[src/design/i2cm_pkg.sv]
// Shared types and constants for the I2C master bit engine.
package i2cm_pkg;

   localparam int CSR_ADDR_W = 3;
   localparam int CSR_DATA_W = 32;
   localparam logic [CSR_ADDR_W-1:0] CSR_ACK_TIMEOUT = 3'd0;
   localparam logic [7:0] ACK_TIMEOUT_RESET = 8'd250;
   localparam logic [3:0] BITS_PER_BYTE = 4'd8;

   localparam logic [2:0] CMD_START = 3'd0;
   localparam logic [2:0] CMD_STOP  = 3'd1;
   localparam logic [2:0] CMD_WRITE = 3'd2;
   localparam logic [2:0] CMD_WAIT  = 3'd3;
   localparam logic [2:0] CMD_READ  = 3'd4;

   localparam logic MODE_TICK    = 1'b0;
   localparam logic MODE_COMMAND = 1'b1;

   typedef enum logic [5:0] {
      PH_IDLE = 6'b000001,
      PH_1    = 6'b000010,
      PH_2    = 6'b000100,
      PH_3    = 6'b001000,
      PH_4    = 6'b010000,
      PH_5    = 6'b100000
   } phase_type;

   typedef struct packed {
      logic       mode;
      logic [2:0] command;
      logic [7:0] tx_byte;
      logic       send_ack;
      logic       sda_in;
   } req_type;

   typedef struct packed {
      logic       scl_level;
      logic       sda_level;
      logic       sda_drive;
      logic       busy_res;
      logic       done_res;
      logic       ack_failed;
      logic [7:0] rx_byte;
   } rsp_type;

   typedef struct packed {
      logic [2:0] cmd;
      phase_type  phase;
      logic [3:0] bit_count;
      logic [7:0] shift_reg;
      logic [7:0] wait_count;
      logic       ack_choice;
      logic       scl;
      logic       sda;
      logic       drv;
      logic       fail_flag;
      logic [7:0] rx_hold;
   } engine_state_type;

   localparam engine_state_type ENGINE_RESET = '{
      cmd:        CMD_START,
      phase:      PH_IDLE,
      bit_count:  4'd0,
      shift_reg:  8'd0,
      wait_count: 8'd0,
      ack_choice: 1'b0,
      scl:        1'b1,
      sda:        1'b1,
      drv:        1'b0,
      fail_flag:  1'b0,
      rx_hold:    8'd0
   };

endpackage

[src/design/i2cm_step.sv]
// Next-state and result logic of the I2C master for one request.
module i2cm_step
   import i2cm_pkg::*;
(
   input  engine_state_type state_cur,
   input  req_type          req,
   input  logic [7:0]       ack_timeout,
   output engine_state_type state_nxt,
   output rsp_type          rsp
);

   logic       done;
   logic [3:0] bit_cnt_inc;
   logic [7:0] wait_cnt_inc;
   logic [7:0] rx_shift;

   assign bit_cnt_inc  = state_cur.bit_count + 4'd1;
   assign wait_cnt_inc = state_cur.wait_count + 8'd1;
   assign rx_shift     = {state_cur.shift_reg[6:0], req.sda_in};

   always_comb begin
      state_nxt = state_cur;
      done = 1'b0;
      if (req.mode == MODE_COMMAND) begin
         if (state_cur.phase == PH_IDLE && (req.command inside {[CMD_START:CMD_READ]})) begin
            state_nxt.cmd        = req.command;
            state_nxt.phase      = PH_1;
            state_nxt.bit_count  = 4'd0;
            state_nxt.wait_count = 8'd0;
            state_nxt.fail_flag  = 1'b0;
            case (req.command)
               CMD_START: begin
                  state_nxt.drv = 1'b1;
                  state_nxt.sda = 1'b1;
                  state_nxt.scl = 1'b1;
               end
               CMD_STOP: begin
                  state_nxt.drv = 1'b1;
                  state_nxt.scl = 1'b0;
                  state_nxt.sda = 1'b0;
               end
               CMD_WRITE: begin
                  state_nxt.drv       = 1'b1;
                  state_nxt.scl       = 1'b0;
                  state_nxt.sda       = req.tx_byte[7];
                  state_nxt.shift_reg = {req.tx_byte[6:0], 1'b0};
                  state_nxt.bit_count = 4'd1;
               end
               CMD_WAIT: begin
                  state_nxt.drv = 1'b0;
                  state_nxt.sda = 1'b1;
                  state_nxt.scl = 1'b0;
               end
               default: begin
                  state_nxt.drv        = 1'b0;
                  state_nxt.scl        = 1'b0;
                  state_nxt.shift_reg  = 8'd0;
                  state_nxt.ack_choice = req.send_ack;
               end
            endcase
         end
      end else if (state_cur.phase != PH_IDLE) begin
         case (state_cur.cmd)
            CMD_START: begin
               if (state_cur.phase == PH_1) begin
                  state_nxt.sda   = 1'b0;
                  state_nxt.phase = PH_2;
               end else begin
                  state_nxt.scl = 1'b0;
                  done = 1'b1;
               end
            end
            CMD_STOP: begin
               if (state_cur.phase == PH_1) begin
                  state_nxt.scl   = 1'b1;
                  state_nxt.phase = PH_2;
               end else if (state_cur.phase == PH_2) begin
                  state_nxt.sda   = 1'b1;
                  state_nxt.phase = PH_3;
               end else begin
                  done = 1'b1;
               end
            end
            CMD_WRITE: begin
               if (state_cur.phase == PH_1) begin
                  state_nxt.scl   = 1'b1;
                  state_nxt.phase = PH_2;
               end else if (state_cur.phase == PH_2) begin
                  state_nxt.scl   = 1'b0;
                  state_nxt.phase = PH_3;
               end else if (state_cur.bit_count < BITS_PER_BYTE) begin
                  state_nxt.sda       = state_cur.shift_reg[7];
                  state_nxt.shift_reg = {state_cur.shift_reg[6:0], 1'b0};
                  state_nxt.bit_count = bit_cnt_inc;
                  state_nxt.phase     = PH_1;
               end else begin
                  done = 1'b1;
               end
            end
            CMD_WAIT: begin
               if (state_cur.phase == PH_1) begin
                  state_nxt.scl   = 1'b1;
                  state_nxt.phase = PH_2;
               end else if (state_cur.phase == PH_2) begin
                  if (!req.sda_in) begin
                     state_nxt.scl = 1'b0;
                     done = 1'b1;
                  end else begin
                     state_nxt.wait_count = wait_cnt_inc;
                     // Timed out: pull both lines low and run a stop sequence.
                     if (wait_cnt_inc > ack_timeout) begin
                        state_nxt.drv   = 1'b1;
                        state_nxt.scl   = 1'b0;
                        state_nxt.sda   = 1'b0;
                        state_nxt.phase = PH_3;
                     end
                  end
               end else if (state_cur.phase == PH_3) begin
                  state_nxt.scl   = 1'b1;
                  state_nxt.phase = PH_4;
               end else if (state_cur.phase == PH_4) begin
                  state_nxt.sda   = 1'b1;
                  state_nxt.phase = PH_5;
               end else begin
                  state_nxt.fail_flag = 1'b1;
                  done = 1'b1;
               end
            end
            default: begin
               if (state_cur.phase == PH_1) begin
                  state_nxt.scl   = 1'b1;
                  state_nxt.phase = PH_2;
               end else if (state_cur.phase == PH_2) begin
                  state_nxt.shift_reg = rx_shift;
                  state_nxt.bit_count = bit_cnt_inc;
                  state_nxt.scl       = 1'b0;
                  if (bit_cnt_inc < BITS_PER_BYTE) begin
                     state_nxt.phase = PH_1;
                  end else begin
                     // Byte complete: drive ACK (low) or NACK (high).
                     state_nxt.rx_hold = rx_shift;
                     state_nxt.drv     = 1'b1;
                     state_nxt.sda     = ~state_cur.ack_choice;
                     state_nxt.phase   = PH_3;
                  end
               end else if (state_cur.phase == PH_3) begin
                  state_nxt.scl   = 1'b1;
                  state_nxt.phase = PH_4;
               end else begin
                  state_nxt.scl = 1'b0;
                  done = 1'b1;
               end
            end
         endcase
         if (done) begin
            state_nxt.phase = PH_IDLE;
         end
      end
   end

   always_comb begin
      rsp.scl_level  = state_nxt.scl;
      rsp.sda_level  = state_nxt.sda;
      rsp.sda_drive  = state_nxt.drv;
      rsp.busy_res   = (state_nxt.phase != PH_IDLE);
      rsp.done_res   = done;
      rsp.ack_failed = state_nxt.fail_flag;
      rsp.rx_byte    = state_nxt.rx_hold;
   end

endmodule

[src/design/i2c_master_bit_engine.sv]
// I2C master bit engine: one request per cycle unless stalled, each giving one result with the bus lines.
// Every request (a command or one tick of bus time) is captured in an input register,
// then stepped through the engine state and written to the result register; the block
// sustains one request per clock while results are not stalled, and the input register
// lets one more request in while a result is stalled.
// Commands are taken only while idle; ack_timeout at byte address 0 sets how many
// high SDA ticks an ack wait tolerates before it issues a stop and flags the failure.
module i2c_master_bit_engine
   import i2cm_pkg::*;
(
   input  logic                  clock,
   input  logic                  reset,
   input  logic                  req_valid,
   output logic                  req_stall,
   input  req_type               req_data,
   output logic                  rsp_valid,
   input  logic                  rsp_stall,
   output rsp_type               rsp_data,
   input  logic                  csr_psel,
   input  logic                  csr_penable,
   input  logic                  csr_pwrite,
   input  logic [CSR_ADDR_W-1:0] csr_paddr,
   input  logic [CSR_DATA_W-1:0] csr_pwdata,
   output logic [CSR_DATA_W-1:0] csr_prdata,
   output logic                  csr_pready
);

   logic             in_valid_ff, in_valid_in;
   req_type          req_ff, req_in;
   logic             rsp_valid_ff, rsp_valid_in;
   rsp_type          rsp_ff, rsp_in;
   engine_state_type state_ff, state_in, state_step;
   rsp_type          rsp_step;
   logic [7:0]       timeout_ff, timeout_in;
   logic             advance;
   logic             req_take;
   logic             csr_write;

   assign advance   = in_valid_ff && (!rsp_valid_ff || !rsp_stall);
   assign req_stall = in_valid_ff && !advance;
   assign req_take  = req_valid && !req_stall;

   i2cm_step u_step (
      .state_cur   (state_ff),
      .req         (req_ff),
      .ack_timeout (timeout_ff),
      .state_nxt   (state_step),
      .rsp         (rsp_step)
   );

   always_comb begin
      in_valid_in  = req_take ? 1'b1 : (advance ? 1'b0 : in_valid_ff);
      req_in       = req_take ? req_data : req_ff;
      rsp_valid_in = advance ? 1'b1 : (rsp_stall ? rsp_valid_ff : 1'b0);
      rsp_in       = advance ? rsp_step : rsp_ff;
      state_in     = advance ? state_step : state_ff;
   end

   assign csr_write  = csr_psel && csr_penable && csr_pwrite && csr_pready;
   assign timeout_in = (csr_write && csr_paddr == CSR_ACK_TIMEOUT) ? csr_pwdata[7:0]
                                                                    : timeout_ff;

   always_ff @(posedge clock) begin
      if (reset) begin
         in_valid_ff  <= 1'b0;
         rsp_valid_ff <= 1'b0;
         state_ff     <= ENGINE_RESET;
         timeout_ff   <= ACK_TIMEOUT_RESET;
      end else begin
         in_valid_ff  <= in_valid_in;
         rsp_valid_ff <= rsp_valid_in;
         state_ff     <= state_in;
         timeout_ff   <= timeout_in;
      end
   end

   always_ff @(posedge clock) begin
      req_ff <= req_in;
      rsp_ff <= rsp_in;
   end

   assign rsp_valid  = rsp_valid_ff;
   assign rsp_data   = rsp_ff;
   assign csr_pready = 1'b1;
   assign csr_prdata = (csr_paddr == CSR_ACK_TIMEOUT)
                       ? {{(CSR_DATA_W-8){1'b0}}, timeout_ff} : '0;

`ifndef SYNTH
   // A finished command never reports itself as still running.
   assert property (@(posedge clock) disable iff (reset)
      rsp_valid |-> !(rsp_data.done_res && rsp_data.busy_res))
      else $error("result shows done and busy together");

   // A failed ack wait ends after the stop: both lines high and SDA driven.
   assert property (@(posedge clock) disable iff (reset)
      (rsp_valid && rsp_data.done_res && rsp_data.ack_failed)
      |-> (rsp_data.scl_level && rsp_data.sda_level && rsp_data.sda_drive))
      else $error("ack failure reported without a completed stop");

   // A held request is not dropped while the result side is stalled.
   assert property (@(posedge clock) disable iff (reset)
      (in_valid_ff && rsp_valid_ff && rsp_stall) |=> in_valid_ff)
      else $error("pending request lost during result stall");

   // The engine always sits in exactly one phase.
   assert property (@(posedge clock) disable iff (reset)
      $onehot(state_ff.phase))
      else $error("engine phase is not one-hot");
`endif

endmodule

[config.mk]
export PLATFORM = sky130hd
export DESIGN_NAME = i2c_master_bit_engine
export DESIGN_NICKNAME = d
export VERILOG_FILES = /design/src/design/i2cm_pkg.sv /design/src/design/i2cm_step.sv /design/src/design/i2c_master_bit_engine.sv
export SDC_FILE = /design/constraint.sdc
export NUM_CORES = 1
export LEC_CHECK = 0
export BUFFER_PORTS_ARGS = -buffer_cell sky130_fd_sc_hd__buf_4
export CAP_MARGIN = 20
export CELL_PAD_IN_SITES_DETAIL_PLACEMENT = 1
export CELL_PAD_IN_SITES_GLOBAL_PLACEMENT = 2
export CORE_UTILIZATION = 30
export DETAILED_ROUTE_END_ITERATION = 7
export GPL_ROUTABILITY_DRIVEN = 0
export PLACE_DENSITY_LB_ADDON = 0.1
export SETUP_SLACK_MARGIN = 0.1
export SYNTH_ARGS = -nofsm -noshare
export SYNTH_HDL_FRONTEND = slang
export SYNTH_SLANG_ARGS = --single-unit
[constraint.sdc]
create_clock -name clock -period 3.8 [get_ports clock]
set_input_delay 0.95 -clock clock [delete_from_list [all_inputs] [get_ports clock]]
set_output_delay 0.95 -clock clock [all_outputs]
set_load 0.01 [all_outputs]
# Yosys cells after proc, flatten, opt, wreduce, memory -nomap -nowiden
# Index checks and enable logic that the tools add are counted.
[op_classes]
add_sub_neg = 2
n_lt_le_gt_ge = 5
eq_ne = 20
mux = 108
bitwise = 3
n_reduce_logical = 35
[ops]
columns = ["op", "n"]
rows = [
  ["$mux W6", 15],
  ["$mux W8", 10],
  ["$mux W12", 5],
  ["$mux W26", 2],
  ["$mux W1", 47],
  ["$mux W31", 1],
  ["$mux W3", 8],
  ["$pmux W12 S2", 1],
  ["$pmux W6 S4", 1],
  ["$mux W2", 10],
  ["$mux W18", 1],
  ["$pmux W8 S2", 1],
  ["$eq A3 B2 Y1 const B", 4],
  ["$ne A6 B1 Y1 const B", 2],
  ["$reduce_or A3 Y1", 4],
  ["$reduce_bool A2 Y1", 5],
  ["$logic_not A3 Y1", 3],
  ["$reduce_and A9 Y1", 1],
  ["$add A8 B1 Y8 const B", 1],
  ["$gt A8 B8 Y1", 1],
  ["$logic_and A1 B1 Y1", 8],
  ["$lt A4 B4 Y1 const B", 2],
  ["$mux W4", 2],
  ["$pmux W2 S4", 1],
  ["26 further kinds", 37],
]
[word_totals]
regBits = 80
out_inout_bits = 49
word_cells = 199

# Depth between registers and ports, before layout
# Gate-level depths: netlist of run 1.
[logic_depth]
word_depth = 20
mapped_depth = 11
mapped_depth_nobuf = 11

# Modules after synthesis
# A second synthesis of run 1 with hierarchy kept.
[hier_totals]
cells_unflattened = 595
area_unflattened_um2 = 4987.3
[modules_own_cells]
columns = ["mod", "n_inst", "cells_per_inst", "area_per_inst_um2"]
rows = [
  ["i2c_master_bit_engine", 1, 291, 3012.9],
  ["i2cm_step", 1, 304, 1974.4],
]

# Least setup slack after synthesis of run 1
# Ideal clock, no wire load.
[synth_path]
kind = "input to output"
from = "in csr_paddr[1]"
to = "out csr_prdata[0]"
arrival_ns = 1.573
path_slack_ns = 1.277
path_stages = 2
path_buffers = 0
cell_sequence = "nor3_1 > and2_1"
[synth_via]
elab_chain_len = 2
[synth_rtl]
columns = ["element", "line", "rtl"]
rows = [
  ["start, declared", "i2c_master_bit_engine.sv:22", "input logic [CSR_ADDR_W-1:0] csr_paddr,"],
  ["$logic_not A3 Y1", "i2c_master_bit_engine.sv:85", "assign csr_prdata = (csr_paddr == CSR_ACK_TIMEOUT)"],
  ["$mux W8", "i2c_master_bit_engine.sv:86", "? {{(CSR_DATA_W-8){1'b0}}, timeout_ff} : '0;"],
  ["end, declared", "i2c_master_bit_engine.sv:24", "output logic [CSR_DATA_W-1:0] csr_prdata,"],
]
# No other way between the ends.

# Final worst setup path of run 1
[layout_path]
from = "in csr_paddr[1]"
to = "out csr_prdata[7]"
# The elaborated chain is that of the path after synthesis.

==> results.cfg, run 1 <==
[clocking]
root_buffer = clkbuf_16
cts_resized = 0
h-tree-depth = 3
postCtsHoldBufs = 0
clock_sinks = 80
cts_setup_buffers = 0
cts_tree = built
clk_pin_slew_ps = 60
cts_inserted_buffers = 9
cts_max_path_buffers = 2
worstSkewPairLatency_ps = 340

[grt]
grt_overflow = 0
grt_pass1_vias = 3626
grt_antenna_before_repair = 0
grt_max_degree = 57
grt_first_pass_wirelength_um = 19200
gr-usage-all-layers_pct = 16.9

[power]
pwr-share-seq_pct = 47.3
p_sw_w = 0.000490
p_sw_share_pct = 24.6
peakVddDrop_mv = 0.251
internal_power_w = 0.00150
clockPowerShare_pct = 42.8
power_density_mw_per_mm2 = 389
p_leak_nw = 1.99
combinationalPowerShare_pct = 9.8

[place]
dp_hpwl_um = 8640
place_ws_ps = 802
portBuffers = 55

[die]
boundaryPins = 105
initial_core_util_pct = 31.2
dieArea_sq_mm = 0.0151
die-height_um = 123
fp-row-count = 43
die_w_um = 123
core_area_sq_mm = 0.0141

[layout]
drive_gt1_share_pct = 18.0
nFillCells = 1667
nNetsFinal = 595
num_antenna_cells = 0
syn_to_final_growth_pct = 16.6

[run]
drv_cap = 0

[route]
viasPerCell = 5.10
ant_nets = 0
drtIter0Drc = 98
dr.pass1.iters = 4
met3_length_um = 442
wl_met1_um = 5730
wire_per_inst_um = 16.9
drcViolationCount = 0
drt_wl_total_um = 12000
vias = 3636
routed.top_layer = met4
met2_length_um = 5640

[setup_path]
reg2reg_setup_slack_ps = 900
critPathCaptureType = output port
max_stage_delay_ps = 580
crit_path_top_delay_cell = nor3_1
required_ps = 2850
rr_endpoint = rsp_data[12]
r2r_cells = 11
crit_chain = buf_4 > nor3_1 > and2_1 > buf_4
path_max_fanout = 9
startpoint_type = input port
r2r_start = state_ff[13]
crit_start = csr_paddr[1]
critPathKind = input port to output port
critPathArrivalTime_ps = 1980
worst_path_most_repeated_cell = buf_4
setup.worst_path.end = csr_prdata[7]

[sta]
finalCritPeriodShare_pct = 77.0
relSlewSlack_pct = 37.3
rsz0062_at_grt = no
max_freq_mhz = 342
tightest_slew_ps = 936
timing.hold.ws_ps = 453
finalHoldViolCount = 0
period_minus_slack_ps = 2930
setup_viol = 0
fin_skew_ps = 4.98
maxSlewViolCount = 0
setup_tns_ps = 0
worst_slack_ps = 874

[synthesis]
async_reset_ff_share_pct = 0
yosysWarnings = 0
mappedNetlistArea_sq_mm = 0.00439
yosys_register_bits = 80
synthDistinctLibCells = 68
synth_edf_count = 28
synthCells = 484
synth-seq-area-share_pct = 42.8
synthFlopType = dfxtp_1
avgSynthCellArea_sq_um = 9.08

[status]
status = complete, no violations

[worst_hold_path]
min_path_cells = 2
hold_path.class = flip-flop to flip-flop
power by group through the flow:
stage               Clock (W)  Combinational, W  Sequential (W)
finish               0.000853          0.000195        0.000943
global route         0.000914          0.000218        0.000946
CTS                  0.000884          0.000199        0.000943
detailed placement          0          0.000198        0.000961
global placement            0          0.000195        0.000961
floorplan                   0          0.000141        0.000951
cell families (layout without fill, tap and decap cells):
kind of cell,count (synthesis),after routing,share of synthesized area (%)
AOI/OAI and AO/OA,123,123,18.8
xor gates and xnor gates,8,8,1.60
adders and majority gates,11,11,3.13
buffers and inverters,67,93,8.57
DFF,80,80,42.8
muxes,14,14,3.42
other,2,25,0.171
and+or+nand+nor,179,179,21.5
cells in the mapped netlist, drive strengths merged, types with 4 or more instances:
master   n  area share, %
and3     6           0.85
a31oi    4           0.57
nor3    12            1.5
and2     9            1.3
mux2     8            2.1
xnor2    5            1.0
o211ai   4           0.68
nor2b    4           0.57
a211o    7            1.4
nor4     4           0.91
buf     34            5.8
or3      6           0.85
ha      11            3.1
o21ai   20            2.4
a22oi    8            1.4
a21o     4           0.68
mux2i    6            1.4
clkbuf  15            1.3
dfxtp   52             24
a21oi   38            4.6
or4      5           0.85
nand2   46            4.0
or2      4           0.57
nor2    46            4.1
nand3   13            1.5
nand2b   9            1.5
a211oi  17            2.9
inv     18            1.5
edfxtp  28             19
placed cells by master (no fill, tap or decap), types with 11 or more instances in the layout:
cell and count:
nor2_1 45, inv_1 17, edfxtp_1 28, a211oi_1 17, nor3_1 11, o21ai_0 19
a21oi_1 37, buf_4 59, dfxtp_1 52, conb_1 25, nand3_1 13, nand2_1 45
ha_1 11
flip-flops by register name (all words and copies together), names as in the netlist:
register / flops
timeout_ff: 8
state_ff: 42
rsp_data: 14
req_ff: 14
in_valid_ff: 1
rsp_valid: 1
critical path: cells and delay by family:
| kind | cells | cell delay, ps |
|---|---|---|
| AND/OR/NAND/NOR | 2 | 800 |
| buffers and inverters | 2 | 230 |
how the worst min path moves through the flow:
stage	slack, ps	from	endpoint
2_1_floorplan	430	state_ff[0]	state_ff[0]
3_3_place_gp	440	state_ff[0]	state_ff[0]
3_5_place_dp	450	state_ff[7]	state_ff[7]
4_1_cts	460	state_ff[7]	state_ff[7]
5_1_grt	470	state_ff[5]	state_ff[5]
6_report	450	state_ff[7]	state_ff[7]
metal layers:
| metal | global-route usage (%) | up-vias |
|---|---|---|
| li1 | - | 1795 |
| met1 | 22.0 | 1751 |
| met2 | 27.2 | 77 |
| met3 | 3.32 | 13 |
| met4 | 7.23 | 0 |
| met5 | 0 | - |
cell type report:
type / count / area (sq um) / share of cell area (%)
Clock buffer: 12 / 236 / 4.62
Inverter: 18 / 67.6 / 1.32
Timing Repair Buffer: 59 / 443 / 8.65
Tap cell: 180 / 225 / 4.40
Clock inverter: 4 / 46.3 / 0.904
Sequential cell: 80 / 1880 / 36.7
Multi-Input combinational cell: 360 / 2220 / 43.4
per-stage QoR:
step / total power (W) / cell area [sq um] / util, % / instances
floorplan: 0.00109 / 4480 / - / 507
global placement: 0.00116 / 4840 / 34.3 / 697
detailed placement: 0.00116 / 4840 / 34.3 / 697
CTS: 0.00203 / 5120 / 36.3 / 713
global route: 0.00208 / 5120 / 36.3 / 713
finish: 0.00199 / 5120 / 36.3 / 713
Note: power is estimated with default switching activity, not from simulation.
==> inputs of run 2 (changes only) <==
clock period = 2.9 ns   (was 3.8 ns; I/O delays follow)
==> results.cfg, run 2 (synthesis gave the netlist of run 1 again) <==
[die]
initial_core_util_pct = 31.2
boundaryPins = 105
core_area_sq_mm = 0.0141
dieArea_sq_mm = 0.0151
die_w_um = 123
fp-row-count = 43
die-height_um = 123

[sta]
fin_skew_ps = 5.16
finalCritPeriodShare_pct = 91.3
setup_tns_ps = 0
tightest_slew_ps = 830
setup_viol = 0
timing.hold.ws_ps = 454
maxSlewViolCount = 0
finalHoldViolCount = 0
rsz0062_at_grt = no
period_minus_slack_ps = 2650
relSlewSlack_pct = 44.7
max_freq_mhz = 378

[route]
drt_wl_total_um = 12100
drtIter0Drc = 121
wire_per_inst_um = 16.7
viasPerCell = 5.01
drcViolationCount = 0
dr.pass1.iters = 5
ant_nets = 0
vias = 3629

[setup_path]
crit_path_top_delay_cell = or4_4
rr_endpoint = state_ff[9]
startpoint_type = flip-flop
crit_family = simple AND/OR/NAND/NOR gates
critPathKind = flip-flop to flip-flop
worst_path_most_repeated_cell = ha_2
cp_num_buf_inv = 0
path_max_fanout = 5
critPathCaptureType = flip-flop
crit_chain = ha_2 > nand3_1 > nor2_2 > xor2_1 > ha_2 > and4_1 > nand2_1 > o2111ai_2 > or4_4 > a311oi_2
r2r_start = state_ff[13]
max_stage_delay_ps = 470
critPathArrivalTime_ps = 2900
reg2reg_setup_slack_ps = 250
r2r_cells = 10
required_ps = 3150

[clocking]
h-tree-depth = 3
clk_pin_slew_ps = 60
clock_sinks = 80
cts_tree = built
worstSkewPairLatency_ps = 340
cts_inserted_buffers = 9
cts_setup_buffers = 0
root_buffer = clkbuf_16
postCtsHoldBufs = 0
cts_max_path_buffers = 2

[grt]
grt_antenna_before_repair = 0
grt_pass1_vias = 3774
grt_max_degree = 57
gr-usage-all-layers_pct = 17.3
grt_overflow = 0
grt_first_pass_wirelength_um = 19800

[power]
power_density_mw_per_mm2 = 495
p_leak_nw = 2.08
combinationalPowerShare_pct = 10.4
fin_total_pwr_w = 0.00261
internal_power_w = 0.00197
p_sw_w = 0.000640
clockPowerShare_pct = 42.6
peakVddDrop_mv = 0.377
p_sw_share_pct = 24.5
pwr-share-seq_pct = 47.1

[layout]
largest_register_ffs = 42
post-route-util_pct = 37.5
num_antenna_cells = 0
drive_gt1_share_pct = 22.8
syn_to_final_growth_pct = 20.3
nNetsFinal = 607
fin_area_sq_mm = 0.00529
regMostFlops = state_ff
mostFrequentLayoutCell = buf_4
mostFrequentLayoutCells = buf_4, dfxtp_1, nand2_1, nor2_1, a21oi_1

[worst_hold_path]
hold_path.class = flip-flop to flip-flop
worstHoldEndpoint = state_ff[5]
hp-start = state_ff[5]
min_path_cells = 2

[run]
drv_cap = 0

[status]
status = complete, no violations

[place]
place_area_sq_mm = 0.00493
portBuffers = 55
dp_hpwl_um = 8890
run 2: how the worst max path moves through the flow:
stage	from	slack [ps]	cells past startpoint	end
floorplan	state_ff[13]	490	10	state_ff[9]
global placement	state_ff[13]	70	11	rsp_data[12]
detailed placement	state_ff[13]	30	11	rsp_data[12]
CTS	state_ff[13]	110	11	rsp_data[12]
global route	state_ff[13]	80	10	state_ff[9]
finish	state_ff[13]	250	10	state_ff[9]
run 2: area by class of cell:
| type | instances | area [sq um] |
|---|---|---|
| Clock buffer | 12 | 236 |
| Clock inverter | 4 | 46.3 |
| Fill cell | 1632 | 8810 |
| Inverter | 18 | 67.6 |
| Multi-Input combinational cell | 360 | 2290 |
| Sequential cell | 80 | 1890 |
| Tap cell | 180 | 225 |
| Timing Repair Buffer | 71 | 533 |
run 2: power groups by stage:
stage | combinational [W] | sequential, W | clock (W)
after floorplan | 0.000185 | 0.00125 | 0
after global placement | 0.000268 | 0.00125 | 0
after detailed placement | 0.000273 | 0.00126 | 0
after CTS | 0.000274 | 0.00123 | 0.00115
after global routing | 0.000303 | 0.00123 | 0.00119
final | 0.000271 | 0.00123 | 0.00111
run 2: metal layers:
layer	wire [um]	track usage, %	part of all wire [%]
met4	233	6.93	1.9
met3	433	2.77	3.6
met1	5590	21.8	46
met5	0	0	0
met2	5880	29.4	48
run 2: worst register-to-register path, cell delays in order (launching register included):
cell and delay, ps:
dfxtp_4 370, ha_2 200, nand3_1 130, nor2_2 140, xor2_1 220, ha_2 320
and4_1 180, nand2_1 110, o2111ai_2 160, or4_4 470, a311oi_2 270
run 2: through the flow:
| step | worst slack, ps | std cells |
|---|---|---|
| global placement | 72.9 | 709 |
| finish | 254 | 725 |
| CTS | 113 | 725 |
| floorplan | 494 | 507 |
| detailed placement | 34.2 | 709 |
| global route | 76.3 | 725 |
run 2: what timing repair did:
action | CTS | global route
pin swaps | 0 | 3
setup endpoints to repair | 2 | 7
resized for setup | 1 | 19
==> inputs of run 3 (changes only) <==
CAP_MARGIN = unset   (was 20)
SETUP_SLACK_MARGIN = 0.5   (was 0.1)
==> results.cfg, run 3 (synthesis gave the netlist of run 1 again) <==
[sta]
finalCritPeriodShare_pct = 89.6
finalHoldViolCount = 0
setup_viol = 0
setup_tns_ps = 0
maxSlewViolCount = 0
tightest_slew_ps = 817
rsz0062_at_grt = yes
period_minus_slack_ps = 2600
relSlewSlack_pct = 45.6
fin_skew_ps = 7.87
max_freq_mhz = 385

[power]
p_sw_share_pct = 24.7
clockPowerShare_pct = 44.8
pwr-share-seq_pct = 44.9
internal_power_w = 0.00206
p_sw_w = 0.000678
peakVddDrop_mv = 0.278
power_density_mw_per_mm2 = 492
p_leak_nw = 2.18
combinationalPowerShare_pct = 10.3

[grt]
grt_antenna_before_repair = 0
grt_pass1_vias = 3714
grt_overflow = 0
grt_first_pass_wirelength_um = 19700
gr-usage-all-layers_pct = 17.3
grt_max_degree = 57

[clocking]
cts_tree = built
cts_inserted_buffers = 9
clk_pin_slew_ps = 60
worstSkewPairLatency_ps = 350
h-tree-depth = 3
root_buffer = clkbuf_16
cts_max_path_buffers = 2
clock_sinks = 80

[layout]
largest_register_ffs = 42
syn_to_final_growth_pct = 26.7
multi_input_area_sq_mm = 0.00248
mostFrequentLayoutCell = buf_4
mostFrequentLayoutCells = buf_4, dfxtp_1, nand2_1, nor2_1, a21oi_1
nFillCells = 1610
regMostFlops = state_ff
drive_gt1_share_pct = 28.8
register_area_sq_mm = 0.00189
final_cell_count_no_fill = 733
nNetsFinal = 615
num_antenna_cells = 0

[route]
wire_per_inst_um = 17.2
drtIter0Drc = 147
ant_nets = 0
dr.pass1.iters = 4
vias = 3771
drcViolationCount = 0
viasPerCell = 5.14
drt_wl_total_um = 12600

[setup_path]
critPathArrivalTime_ps = 2860
worst_path_most_repeated_cell = and3_4
crit_family = simple AND/OR/NAND/NOR gates
crit_chain = and3_4 > and3_4 > nand3_4 > xnor2_4 > ha_4 > o21ai_4 > o21bai_4 > buf_6 > nor3_4 > or4_4 > a311oi_2
max_stage_delay_ps = 520
startpoint_type = flip-flop
path_max_fanout = 4
required_ps = 3160
critPathCaptureType = flip-flop
critPathKind = flip-flop to flip-flop
cp_num_buf_inv = 1
crit_path_top_delay_cell = or4_4

[die]
boundaryPins = 105
initial_core_util_pct = 31.2
core_area_sq_mm = 0.0141
die_w_um = 123
fp-row-count = 43
die-height_um = 123
dieArea_sq_mm = 0.0151

[worst_hold_path]
hold_path.class = flip-flop to flip-flop

[status]
status = complete, no violations

[run]
drv_cap = 0

[place]
placedCellCount = 706
portBuffers = 55
dp_hpwl_um = 8840
-- run 3: cell types whose count changed in the layout (fill, tap and decap cells not counted), sizes merged --
cell	change
buf	+7
nor3	+1
clkbuf	+1
clkinv	-2
inv	+1
-- run 3: final timing paths --
kind	startpoint	end	slack, ps	cells after the start
hold / removal	state_ff[0]	state_ff[0]	450	2
setup / recovery	state_ff[13]	state_ff[9]	300	11
hold reg to reg	state_ff[0]	state_ff[0]	450	2
setup reg to reg	state_ff[13]	state_ff[9]	300	11
-- run 3: power groups by stage --
stage          combinational [W]  clock [W]  sequential, W
3_5_place_dp            0.000272          0        0.00125
4_1_cts                 0.000281    0.00127        0.00123
2_1_floorplan           0.000185          0        0.00125
5_1_grt                 0.000315    0.00130        0.00123
6_report                0.000283    0.00123        0.00123
3_3_place_gp            0.000268          0        0.00125
-- run 3: timing repair --
action,in CTS,in global routing
setup endpoints to repair,32,42
gates cloned,0,1
pin swaps,11,14
setup buffers,8,2
hold buffers,0,0
gates resized for setup,25,31
-- run 3: cell type report --
type / instances / share of cell area [%]
clock buffer: 13 / 4.88
sequential: 80 / 34.0
timing repair buffer: 78 / 10.6
clock inverter: 3 / 0.854
multi-input combinational: 361 / 44.5
tap: 180 / 4.04
inverter: 18 / 1.21
-- run 3: layer usage --
metal	share of wire, %	vias up	global-route usage [%]
met5	0	-	0
met4	1.2	0	4.97
met3	3.4	12	3.92
met2	49	75	29.0
met1	47	1859	22.3
li1	-	1825	-
-- run 3: metrics by stage --
stage               worst slack, ps  total power (W)  util (%)  instance area [sq um]  hold WS [ps]
finish                          302          0.00274      39.5                   5570           454
floorplan                       499          0.00143         -                   4480           434
global placement               98.5          0.00152      34.8                   4910           440
CTS                             295          0.00278      38.2                   5380           458
global route                    206          0.00285      39.5                   5570           484
detailed placement             52.2          0.00153      34.8                   4910           448
-- run 3: worst reg2reg max path, stage by stage, from the launching register on --
cell	delay [ps]
dfxtp_4	380
and3_4	200
and3_4	210
nand3_4	100
xnor2_4	160
ha_4	290
o21ai_4	60
o21bai_4	160
buf_6	130
nor3_4	40
or4_4	520
a311oi_2	280
